===== src/oxygen_window_averager_defines.svh =====
// Assertion macros for the window averager
`ifndef OXYGEN_WINDOW_AVERAGER_DEFINES_SVH
`define OXYGEN_WINDOW_AVERAGER_DEFINES_SVH

// Same-cycle implication, sampled on clk, off during reset
`define OWA_ASSERT_IMPLY(name, ante, cons) \
  name: assert property (@(posedge clk) disable iff (!rst_n) (ante) |-> (cons)) \
    else $error("owa implication check failed");

// Next-cycle implication, sampled on clk, off during reset
`define OWA_ASSERT_NEXT(name, ante, cons) \
  name: assert property (@(posedge clk) disable iff (!rst_n) (ante) |=> (cons)) \
    else $error("owa next-cycle check failed");

`endif


===== src/owa_pkg.sv =====
`default_nettype none

package owa_pkg;

  localparam int BYTE_W   = 8;
  localparam int SAMPLE_W = 15;
  localparam int SUM_W    = 22;
  localparam int WIN_W    = 7;
  localparam int KEY_W    = 8;
  localparam int KN_W     = 8;
  localparam int KD_W     = 11;
  localparam int NUM_W    = SUM_W + KN_W;
  localparam int DEN_W    = WIN_W + KD_W;
  localparam int MEAN_W   = 13;
  localparam int CFG_IDX_W = 2;

  localparam logic [CFG_IDX_W-1:0] REG_WINDOW = 2'd0;
  localparam logic [CFG_IDX_W-1:0] REG_KEY    = 2'd1;

  localparam logic [WIN_W-1:0] WINDOW_RESET = 7'd20;
  localparam logic [KEY_W-1:0] KEY_RESET    = 8'd0;

  localparam logic [KN_W-1:0] KN_DEFAULT = 8'd209;
  localparam logic [KD_W-1:0] KD_DEFAULT = 11'd1200;
  localparam logic [KD_W-1:0] KD_CODED   = 11'd1000;

  localparam logic [MEAN_W-1:0] MEAN_MAX = '1;

  typedef struct packed {
    logic [BYTE_W-1:0] whole_part;
    logic [BYTE_W-1:0] tenths_part;
    logic [BYTE_W-1:0] hundredths_part;
  } in_item_t;

  typedef struct packed {
    logic [MEAN_W-1:0] mean_concentration;
    logic              window_error;
  } out_item_t;

  typedef struct packed {
    logic busy;
    logic done;
  } div_status_t;

endpackage

`default_nettype wire


===== src/owa_ram.sv =====
`default_nettype none

module owa_ram #(
  parameter int WIDTH = 15,
  parameter int DEPTH = 100
) (
  input  wire logic                                   clk,
  input  wire logic                                   wr_en,
  input  wire logic [(DEPTH > 1 ? $clog2(DEPTH) : 1)-1:0] wr_addr,
  input  wire logic [WIDTH-1:0]                       wr_data,
  input  wire logic                                   rd_en,
  input  wire logic [(DEPTH > 1 ? $clog2(DEPTH) : 1)-1:0] rd_addr,
  output logic      [WIDTH-1:0]                       rd_data
);

  logic [WIDTH-1:0] mem [DEPTH];

  always_ff @(posedge clk) begin
    if (wr_en) begin
      mem[wr_addr] <= wr_data;
    end
    if (rd_en) begin
      rd_data <= mem[rd_addr];
    end
  end

endmodule

`default_nettype wire


===== src/owa_div.sv =====
`default_nettype none

module owa_div (
  input  wire logic                      clk,
  input  wire logic                      rst_n,
  input  wire logic                      start,
  input  wire logic [owa_pkg::NUM_W-1:0] numer,
  input  wire logic [owa_pkg::DEN_W-1:0] denom,
  output logic      [owa_pkg::NUM_W-1:0] quotient,
  output owa_pkg::div_status_t           status
);

  import owa_pkg::*;

  localparam int CNT_W = $clog2(NUM_W + 1);

  logic [CNT_W-1:0] cnt_r, cnt_nxt;
  logic             done_r, done_nxt;
  logic [DEN_W-1:0] rem_r, rem_nxt;
  logic [NUM_W-1:0] quo_r, quo_nxt;
  logic [DEN_W-1:0] den_r, den_nxt;
  logic [DEN_W:0]   shifted;
  logic [DEN_W:0]   diff;
  logic             ge;

  assign shifted = {rem_r, quo_r[NUM_W-1]};
  assign diff    = shifted - {1'b0, den_r};
  assign ge      = (shifted >= {1'b0, den_r});

  always_comb begin
    cnt_nxt  = cnt_r;
    done_nxt = 1'b0;
    rem_nxt  = rem_r;
    quo_nxt  = quo_r;
    den_nxt  = den_r;
    if (start) begin
      cnt_nxt = CNT_W'(NUM_W);
      rem_nxt = '0;
      quo_nxt = numer;
      den_nxt = denom;
    end else if (cnt_r != '0) begin
      cnt_nxt  = cnt_r - 1'b1;
      done_nxt = (cnt_r == CNT_W'(1));
      rem_nxt  = ge ? diff[DEN_W-1:0] : shifted[DEN_W-1:0];
      quo_nxt  = {quo_r[NUM_W-2:0], ge};
    end
  end

  always_ff @(posedge clk) begin
    if (!rst_n) begin
      cnt_r  <= '0;
      done_r <= 1'b0;
    end else begin
      cnt_r  <= cnt_nxt;
      done_r <= done_nxt;
    end
    rem_r <= rem_nxt;
    quo_r <= quo_nxt;
    den_r <= den_nxt;
  end

  assign quotient    = quo_r;
  assign status.busy = (cnt_r != '0);
  assign status.done = done_r;

endmodule

`default_nettype wire


===== src/oxygen_window_averager.sv =====
// Boxcar moving average of oxygen readings. Each transfer on the input side
// carries one reading as three bytes; the block keeps the last window_length
// readings (at most MAX_WINDOW) in a single-port-per-side ring RAM with a
// running sum and a warm-up count, and returns one result per reading: the
// window mean scaled by the calibration key, in hundredths of a percent,
// rounded down. A valid window passes through a RAM read, a read-modify-write
// update, a multiply and the one-bit-per-cycle restoring divider that sets the
// rate. An invalid window (0 or above MAX_WINDOW) goes straight to the result
// stage with the error flag and leaves the history alone. One reading is in
// flight at a time; the result register lets the next reading enter while a
// result waits. Writing window_length restarts the history; writing key_code
// rescales from the next result on. No clearing pass is needed after reset.
`default_nettype none

module oxygen_window_averager #(
  parameter int MAX_WINDOW = 100
) (
  input  wire logic                          clk,
  input  wire logic                          rst_n,
  input  wire logic                          in_valid,
  output logic                               in_stall,
  input  wire owa_pkg::in_item_t             in_item,
  output logic                               out_valid,
  input  wire logic                          out_stall,
  output owa_pkg::out_item_t                 out_item,
  input  wire logic                          cfg_valid,
  output logic                               cfg_ready,
  input  wire logic [owa_pkg::CFG_IDX_W-1:0] cfg_index,
  input  wire logic [owa_pkg::KEY_W-1:0]     cfg_data
);

  import owa_pkg::*;

  `include "oxygen_window_averager_defines.svh"

  localparam int AW = (MAX_WINDOW > 1) ? $clog2(MAX_WINDOW) : 1;

  localparam logic [2:0] S_IDLE = 3'd0;
  localparam logic [2:0] S_READ = 3'd1;
  localparam logic [2:0] S_UPD  = 3'd2;
  localparam logic [2:0] S_MUL  = 3'd3;
  localparam logic [2:0] S_DIV  = 3'd4;
  localparam logic [2:0] S_DONE = 3'd5;

  logic [2:0]          state_r, state_nxt;
  logic [WIN_W-1:0]    window_length_r;
  logic [KEY_W-1:0]    key_code_r;
  logic [SUM_W-1:0]    sum_r, sum_nxt;
  logic [WIN_W-1:0]    fill_r, fill_nxt;
  logic [AW-1:0]       write_slot_r, write_slot_nxt;
  logic [AW-1:0]       slot_r;
  logic [SAMPLE_W-1:0] sample_r;
  logic [MEAN_W-1:0]   res_mean_r, res_mean_nxt;
  logic                res_err_r, res_err_nxt;
  logic                out_valid_r;
  out_item_t           out_item_r;

  logic                in_xfer, out_xfer, cfg_xfer;
  logic                win_ok;
  logic [AW-1:0]       slot_sel;
  logic [SAMPLE_W-1:0] sample_in;
  logic                fill_full;
  logic [SAMPLE_W-1:0] old_sample;
  logic [WIN_W-1:0]    slot_inc;
  logic [KN_W-1:0]     kn;
  logic [KD_W-1:0]     kd;
  logic [NUM_W-1:0]    numer;
  logic [DEN_W-1:0]    denom;
  logic [SAMPLE_W-1:0] ram_rd_data;
  logic [NUM_W-1:0]    quotient;
  div_status_t         div_status;
  logic                load_out;

  assign cfg_ready = 1'b1;
  assign cfg_xfer  = cfg_valid && cfg_ready;
  assign in_stall  = (state_r != S_IDLE);
  assign in_xfer   = in_valid && !in_stall;
  assign out_valid = out_valid_r;
  assign out_item  = out_item_r;
  assign out_xfer  = out_valid_r && !out_stall;

  assign win_ok = (window_length_r != '0) && (window_length_r <= WIN_W'(MAX_WINDOW));

  assign sample_in = SAMPLE_W'(in_item.whole_part) * SAMPLE_W'(100)
                   + SAMPLE_W'(in_item.tenths_part) * SAMPLE_W'(10)
                   + SAMPLE_W'(in_item.hundredths_part);

  assign slot_sel   = (WIN_W'(write_slot_r) >= window_length_r) ? '0 : write_slot_r;
  assign fill_full  = (fill_r >= window_length_r);
  assign old_sample = fill_full ? ram_rd_data : '0;
  assign slot_inc   = WIN_W'(slot_r) + 1'b1;

  assign kn    = (key_code_r == '0) ? KN_DEFAULT : key_code_r;
  assign kd    = (key_code_r == '0) ? KD_DEFAULT : KD_CODED;
  assign numer = NUM_W'(sum_r) * NUM_W'(kn);
  assign denom = DEN_W'(fill_r) * DEN_W'(kd);

  owa_ram #(
    .WIDTH (SAMPLE_W),
    .DEPTH (MAX_WINDOW)
  ) u_ring (
    .clk     (clk),
    .wr_en   (state_r == S_UPD),
    .wr_addr (slot_r),
    .wr_data (sample_r),
    .rd_en   (state_r == S_READ),
    .rd_addr (slot_r),
    .rd_data (ram_rd_data)
  );

  owa_div u_div (
    .clk      (clk),
    .rst_n    (rst_n),
    .start    (state_r == S_MUL),
    .numer    (numer),
    .denom    (denom),
    .quotient (quotient),
    .status   (div_status)
  );

  assign load_out = (state_r == S_DONE) && (!out_valid_r || !out_stall);

  always_comb begin
    state_nxt      = state_r;
    sum_nxt        = sum_r;
    fill_nxt       = fill_r;
    write_slot_nxt = write_slot_r;
    res_mean_nxt   = res_mean_r;
    res_err_nxt    = res_err_r;
    case (state_r)
      S_IDLE: begin
        if (in_xfer) begin
          if (win_ok) begin
            state_nxt = S_READ;
          end else begin
            res_mean_nxt = '0;
            res_err_nxt  = 1'b1;
            state_nxt    = S_DONE;
          end
        end
      end
      S_READ: begin
        state_nxt = S_UPD;
      end
      S_UPD: begin
        sum_nxt        = sum_r - SUM_W'(old_sample) + SUM_W'(sample_r);
        fill_nxt       = fill_full ? window_length_r : fill_r + 1'b1;
        write_slot_nxt = (slot_inc >= window_length_r) ? '0 : AW'(slot_inc);
        state_nxt      = S_MUL;
      end
      S_MUL: begin
        state_nxt = S_DIV;
      end
      S_DIV: begin
        if (div_status.done) begin
          res_mean_nxt = (quotient[NUM_W-1:MEAN_W] != '0) ? MEAN_MAX
                                                          : quotient[MEAN_W-1:0];
          res_err_nxt  = 1'b0;
          state_nxt    = S_DONE;
        end
      end
      S_DONE: begin
        if (load_out) begin
          state_nxt = S_IDLE;
        end
      end
      default: begin
        state_nxt = S_IDLE;
      end
    endcase
    if (cfg_xfer && cfg_index == REG_WINDOW) begin
      sum_nxt        = '0;
      fill_nxt       = '0;
      write_slot_nxt = '0;
    end
  end

  always_ff @(posedge clk) begin
    if (!rst_n) begin
      state_r         <= S_IDLE;
      window_length_r <= WINDOW_RESET;
      key_code_r      <= KEY_RESET;
      sum_r           <= '0;
      fill_r          <= '0;
      write_slot_r    <= '0;
      out_valid_r     <= 1'b0;
    end else begin
      state_r      <= state_nxt;
      sum_r        <= sum_nxt;
      fill_r       <= fill_nxt;
      write_slot_r <= write_slot_nxt;
      if (cfg_xfer) begin
        case (cfg_index)
          REG_WINDOW: window_length_r <= cfg_data[WIN_W-1:0];
          REG_KEY:    key_code_r      <= cfg_data;
          default:    ;
        endcase
      end
      if (load_out) begin
        out_valid_r <= 1'b1;
      end else if (out_xfer) begin
        out_valid_r <= 1'b0;
      end
    end
    if (in_xfer) begin
      slot_r   <= slot_sel;
      sample_r <= sample_in;
    end
    res_mean_r <= res_mean_nxt;
    res_err_r  <= res_err_nxt;
    if (load_out) begin
      out_item_r.mean_concentration <= res_mean_r;
      out_item_r.window_error       <= res_err_r;
    end
  end

  `OWA_ASSERT_IMPLY(a_fill_bounded, win_ok, fill_r <= window_length_r)
  `OWA_ASSERT_IMPLY(a_div_done_in_div, div_status.done, state_r == S_DIV)
  `OWA_ASSERT_IMPLY(a_div_busy_in_div, div_status.busy, state_r == S_DIV)
  `OWA_ASSERT_IMPLY(a_error_mean_zero, out_valid && out_item.window_error,
                    out_item.mean_concentration == '0)
  `OWA_ASSERT_NEXT(a_accept_leaves_idle, in_xfer, state_r == S_READ || state_r == S_DONE)

endmodule

`default_nettype wire


===== config.mk =====
export PLATFORM = sky130hd
export DESIGN_NAME = oxygen_window_averager
export DESIGN_NICKNAME = d
export VERILOG_FILES = /design/src/owa_pkg.sv /design/src/owa_ram.sv /design/src/owa_div.sv /design/src/oxygen_window_averager.sv
export VERILOG_INCLUDE_DIRS = /design/src /design/src/src
export SDC_FILE = /design/constraint.sdc
export NUM_CORES = 2
export LEC_CHECK = 0
export BUFFER_PORTS_ARGS = -buffer_cell sky130_fd_sc_hd__buf_2
export CAP_MARGIN = 20
export CORE_MARGIN = 1.5
export CORE_UTILIZATION = 35
export CTS_BUF_LIST = sky130_fd_sc_hd__clkbuf_8
export DETAILED_ROUTE_END_ITERATION = 12
export PLACE_DENSITY_LB_ADDON = 0.15
export SYNTH_ARGS = -nofsm -noshare
export SYNTH_HDL_FRONTEND = slang
export SYNTH_HIERARCHICAL = 1
export SYNTH_SLANG_ARGS = --single-unit
export TNS_END_PERCENT = 5

===== constraint.sdc =====
create_clock -name clk -period 7 [get_ports clk]
set_input_delay 1.05 -clock clk [delete_from_list [all_inputs] [get_ports clk]]
set_output_delay 1.05 -clock clk [all_outputs]
set_load 0.02 [all_outputs]

# ---- After elaboration in Yosys (flattened, before gate mapping)
# Memories as Yosys holds them, arrays and structs flattened. A register that Yosys moved wholly into a read port is not among the register bits.
# Index checks and enable logic that the tools add are counted.
dict set report classes {
  mul 4
  n_bitwise 2
  magnitude_cmp 5
  addsub 8
  shifts 0
  n_eq_ne 11
  mux 28
  reduce_logical 26
  div 0
}
# op count
set ops {}
lappend ops {{$mux 30} 2}
lappend ops {{$mux 13} 4}
lappend ops {{$mul 22x8->30} 1}
lappend ops {{$pmux 13 s2} 1}
lappend ops {{$add 22x15->22} 1}
lappend ops {{$sub 22x15->22} 1}
lappend ops {{$ge 7x7->1} 3}
lappend ops {{$ge 19x18->1} 1}
lappend ops {{$mul 7x11->18} 1}
lappend ops {{$mux 18} 1}
lappend ops {{$pmux 3 s6} 1}
lappend ops {{$sub 18x18->18} 1}
lappend ops {{$reduce_bool 17->1} 1}
lappend ops {{$add 15x12->15} 1}
lappend ops {{$add 15x8->15} 1}
lappend ops {{$mux 15} 1}
lappend ops {{$add 7x1->7 const B} 2}
lappend ops {{$mux 7} 2}
lappend ops {{$mul 8x5->13 const B} 1}
lappend ops {{$mux 3} 4}
lappend ops {{$mul 8x3->11 const B} 1}
lappend ops {{$mux 11} 1}
lappend ops {{$mux 5} 2}
lappend ops {{$logic_not 8->1} 1}
lappend ops {{27 further kinds} 48}
dict set report word_totals {
  input_bits 39
  ff_bits 177
  output_inout_bits 17
  ramBits 1500
  word_cells 104
  romBits 0
  latch_bits 0
  mem_count 1
}
# name words word_bits rd rd_ports_with_merged_regs write_ports line
set mem_list {}
lappend mem_list {u_ring.mem 100 15 1 1 1 owa_ram.sv:16} ;# logic [WIDTH-1:0] mem [DEPTH];

# ---- Depth between registers and ports, before layout
dict set report depth {
  ltp_word 5
  ltp_mapped 24
  depth_no_buf 22
}

# ---- By module
# Netlist, hierarchy kept.
# module cells_each seq_area_each_um2 instances area_per_inst_um2
set modules_own_cells {}
lappend modules_own_cells {owa_ram 2512 45493.6 1 58217.1}
lappend modules_own_cells {oxygen_window_averager 1697 2602.5 1 14755.4}
lappend modules_own_cells {owa_div 392 1921.8 1 4165.2}

# ---- Worst setup path after synthesis
# Ideal clock, no wire load.
dict set report synth_path {
  path_kind {register to register}
  start {register key_code_r[1]}
  end {register u_div.quo_r[28] (netlist: u_div/quotient[28]) (data pin)}
  n_path_buf 3
  arrival_ns 5.648
  path_stages_with_launch 22
  required_time_ns 6.740
  setup_slack_ns 1.092
  synth_period_minus_slack_ns 5.908
  path_cell_list {dfxtp_1 -> nor4_1 -> and2_1 -> clkbuf_1 -> nor2_1 -> clkbuf_1 -> nor2_1 -> fa_1 -> fa_1 -> fa_1 -> fa_1 -> ha_1 -> buf_6 -> a211o_1 -> a2111oi_2 -> o21ai_1 -> nand3_2 -> o211ai_4 -> a2111oi_4 -> o41ai_1 -> xor2_1 -> mux2_2}
}
dict set report synth_between {
  elab_chain_cells 4
}
# element line
set synth_lines {}
lappend synth_lines {{start, declared} oxygen_window_averager.sv:47} ;# logic [KEY_W-1:0] key_code_r;
lappend synth_lines {{start signal, assigned} oxygen_window_averager.sv:195} ;# REG_KEY: key_code_r <= cfg_data;
lappend synth_lines {{$logic_not 8->1} oxygen_window_averager.sv:93} ;# assign kn = (key_code_r == '0) ? KN_DEFAULT : key_code_r;
lappend synth_lines {{$mux 8 *} oxygen_window_averager.sv:93}
lappend synth_lines {{$mul 22x8->30 *} oxygen_window_averager.sv:95} ;# assign numer = NUM_W'(sum_r) * NUM_W'(kn);
lappend synth_lines {{net numer[28]} oxygen_window_averager.sv:67} ;# logic [NUM_W-1:0] numer;
lappend synth_lines {{$mux 30 *} owa_div.sv:36} ;# if (start) begin
lappend synth_lines {{net u_div.quo_nxt[28]} owa_div.sv:20} ;# logic [NUM_W-1:0] quo_r, quo_nxt;
lappend synth_lines {{end signal, assigned} owa_div.sv:58} ;# quo_r <= quo_nxt;
lappend synth_lines {{end, declared} owa_div.sv:20}
# The timed path passes the listed nets; every way through them passes the cells marked *.
# A chain may end at the register's enable or synchronous reset.

# ---- Worst setup path after layout
dict set report layout_path {
  start {register key_code_r[4]}
  end {register u_div.quo_r[28] (netlist: u_div/quotient[28]) (data pin)}
}
# The elaborated chain is that of the path after synthesis.

==> results.ini <==
[placement]
hpwl_um = 132000
portBuffers = 54
gp_congestion = 0.804

[routing]
wl_per_cell_um = 25.8
drc = 0
ant_nets = 0
drt_iter0_drc = 3345
num_vias = 41819
viasPerCell = 5.19
wirelength_um = 208000
first_pass_iters = 5

[critical_path]
cp_slowest_cell = nor4_1
cp.required_ns = 7.76
r2r_start = key_code_r[4]
slowest_delay_ns = 0.56
critPathCapture = u_div/quotient[28]
timing.rr.end = u_div/quotient[28]
cp-start-kind = flop
startpoint = key_code_r[4]
worst_r2r_path_depth = 19
worstSetupEndpointType = flop
cp_data_arrival_time_ns = 7.31
crit_chain = nor4_1 > nand2_1 > nand2b_2 > nand2_1 > fa_1 > inv_1 > fa_1 > fa_1 > fa_1 > ha_1 > a211o_1 > a2111oi_2 > o21ai_1 > nand3_2 > o211ai_4 > a2111oi_4 > o41ai_1 > xor2_1 > mux2_2
worst_path_most_repeated_cell = fa_1
r2r_setup_slack_ns = 0.44
criticalPathCategory = reg2reg
cp_max_fo = 12

[pwr]
p_sw_mw = 8.65
switching_share = 0.312
p_seq_frac = 0.457
power_mw = 27.7
intPower_mw = 19.1
power.density_mw_per_mm2 = 318
combPwrFrac = 0.232
power_leakage_nw = 30.6
pwr-share-clk = 0.310
ir_drop_v = 0.000187

[yosys]
synth_adder_area_share = 0.0778
synthSimpleGateAreaFrac = 0.0516
synth_warnings = 6
ys.flop_type = edfxtp_1
synth_area_per_cell_sq_um = 16.8
syn_area_sq_mm = 0.0771
synth.area.top_cells = edfxtp_1, mux4_2, fa_1, ha_1, dfxtp_1
synthArstFlopShare = 0
synth-xor-area-share = 0.0104
ys_types = 86
synth_most_common_cell = edfxtp_1
synth-edff-count = 1613
synth_cells = 4601
synth_top_family_by_area = multiplexers
muxShareOfSynthArea = 0.135
yosysTopAreaCellShare = 0.628
synth.top_cells.by_count = edfxtp_1, mux4_2, inv_1
ys_seq_elements = 1692
yosysSeqAreaShare = 0.648
synth_compound_area_frac = 0.0463
yosys.area.top_type = edfxtp_1

[run_status]
status = finished, final reports clean

[floorplanning]
ios = 56
die_h_um = 472
dieArea_sq_mm = 0.223
die_x_um = 472
initial_core_util = 0.352
core_sq_mm = 0.219
placementRows = 172

[global_route]
grt_pass1_wl_um = 305000
antenna_found_initial = 6
track_usage = 0.186
grt_max_degree = 91
grt_pass1_vias = 43721
grt_overflow = 0

[clocking]
cts_tree = built
clk_path_buf_depth = 4
path_clk_slew_ns = 0.06
h-tree-depth = 5
cts_buffers = 318
cts_hold_buf = 0
cts_root_buf = clkbuf_8
cts_sinks = 1692
worstSkewPairLatency_ns = 1.04

[sta]
hold_violations = 0
rsz0062_at_grt = no
fmax_ghz = 0.153
fin_crit_sh = 0.937
finalSetupViolations = 0
final-max-slew-violation-count = 0
finClkSkew_ns = 0.0726
tns_ns = 0
worstMarginPinSlew_ns = 1.19
layout_min_cycle_time_ns = 6.56
slew_headroom = 0.202

[cells_and_area]
syn2layout_area_growth_pct = 12.9
layout.nets = 5389
num-fill-cells = 20170
drive_above_1_share = 0.210

[run]
cap_violations = 0

[hold_path]
hold_start = in_item[0]
worstHoldPathType = in2reg

-- worst max-delay path, delay by kind of cell, from the launching register on --
| family | cells | cell delay, ns |
|---|---|---|
| adders and majority gates | 5 | 2.32 |
| and+or+nand+nor | 5 | 1.68 |
| AOI/OAI and AO/OA | 6 | 1.51 |
| DFF | 1 | 0.32 |
| muxes | 1 | 0.28 |
| xor gates and xnor gates | 1 | 0.15 |
| buffers and inverters | 1 | 0.06 |
-- power groups by stage --
stage                     combinational (mW)  sequential (mW)  clock [mW]
after detailed placement                6.46             12.9           0
after global placement                  6.41             12.9           0
after CTS                               6.48             12.7        8.87
after global routing                    7.10             12.7        9.32
final                                   6.44             12.7        8.60
after floorplan                         3.88             13.2           0
-- layout make-up --
| class | instances | area, sq um | share of cell area |
|---|---|---|---|
| antenna | 4 | 10.0 | 0.000115 |
| clock buffer | 324 | 4460 | 0.0512 |
| clock inverter | 209 | 1020 | 0.0117 |
| inverter | 320 | 1200 | 0.0138 |
| multi-input combinational | 2388 | 24800 | 0.285 |
| sequential | 1692 | 50000 | 0.575 |
| tap | 2871 | 3590 | 0.0413 |
| timing repair buffer | 255 | 1910 | 0.0219 |
-- flip-flops by register name (all words and copies together), names as in the netlist --
register,cells
u_div/cnt_r,5
state_r,3
out_item,14
res_err_r,1
u_div/quotient,30
sum_r,22
u_ring/mem,1500
window_length_r,7
slot_r,7
fill_r,7
u_div/den_r,18
u_div/done_r,1
key_code_r,8
out_valid,1
write_slot_r,7
u_div/rem_r,18
u_ring/rd_data,15
res_mean_r,13
sample_r,15
-- worst min-delay path by stage --
stage	depth (start not counted)	end
2_1_floorplan	0	out_item[0]
3_3_place_gp	0	out_item[3]
3_5_place_dp	0	out_item[4]
4_1_cts	1	sample_r[0]
5_1_grt	1	sample_r[0]
6_report	1	sample_r[0]
-- metal layers --
layer,track usage,vias to the layer above,part of all wire
met5,0,-,0.000053
met4,0.0509,2,0.021
met3,0.0331,263,0.048
met2,0.303,1047,0.48
met1,0.257,22016,0.45
li1,-,18491,-
-- cells by family (layout without fill, tap and decap cells) --
logic type / after synthesis / after routing
buf+inv: 528 / 1108
flops: 1692 / 1692
simple gates: 835 / 835
mux: 540 / 540
xor+xnor: 92 / 92
compound gates: 537 / 537
other cells: 2 / 13
fa+ha+maj: 375 / 375
-- cell usage in the layout, fill, tap and decap left out, drive strengths merged, types with 11 or more instances in the layout --
| cell | count |
|---|---|
| a31o | 12 |
| edfxtp | 1613 |
| a311oi | 16 |
| nor2b | 54 |
| clkinv | 94 |
| mux2 | 38 |
| nand2b | 31 |
| and2 | 96 |
| buf | 255 |
| nand3 | 41 |
| clkbuf | 324 |
| fa | 174 |
| nand3b | 11 |
| or3 | 14 |
| nor2 | 283 |
| ha | 201 |
| nand4 | 18 |
| nand2 | 205 |
| o21ai | 100 |
| o211ai | 14 |
| o21a | 20 |
| a31oi | 23 |
| a211oi | 30 |
| o21bai | 12 |
| nor3b | 13 |
| a21oi | 139 |
| a22oi | 18 |
| o22ai | 32 |
| a21o | 44 |
| inv | 420 |
| dfxtp | 79 |
| nor4 | 17 |
| xnor2 | 61 |
| xor2 | 31 |
| nor3 | 28 |
| mux4 | 395 |
| mux2i | 107 |
-- stage by stage --
step           instances  hold slack, ns  setup WS [ns]  instance area, sq um  utilization
2_1_floorplan       4608           0.400           1.09                 77200            -
3_3_place_gp        7524           0.401          0.414                 81500        0.372
3_5_place_dp        7524           0.405          0.258                 81500        0.372
4_1_cts             8057          0.0865          0.249                 87000        0.397
5_1_grt             8061           0.123          0.121                 87000        0.397
6_report            8063           0.193          0.444                 87100        0.397
-- timing repair --
item                                    4_1_cts  5_1_grt
setup buffers                                 0        0
endpoints found under the hold margin         0        0
endpoints found under the setup margin        0        4
resized for setup                             0        1
(Power assumes the default switching activity.)
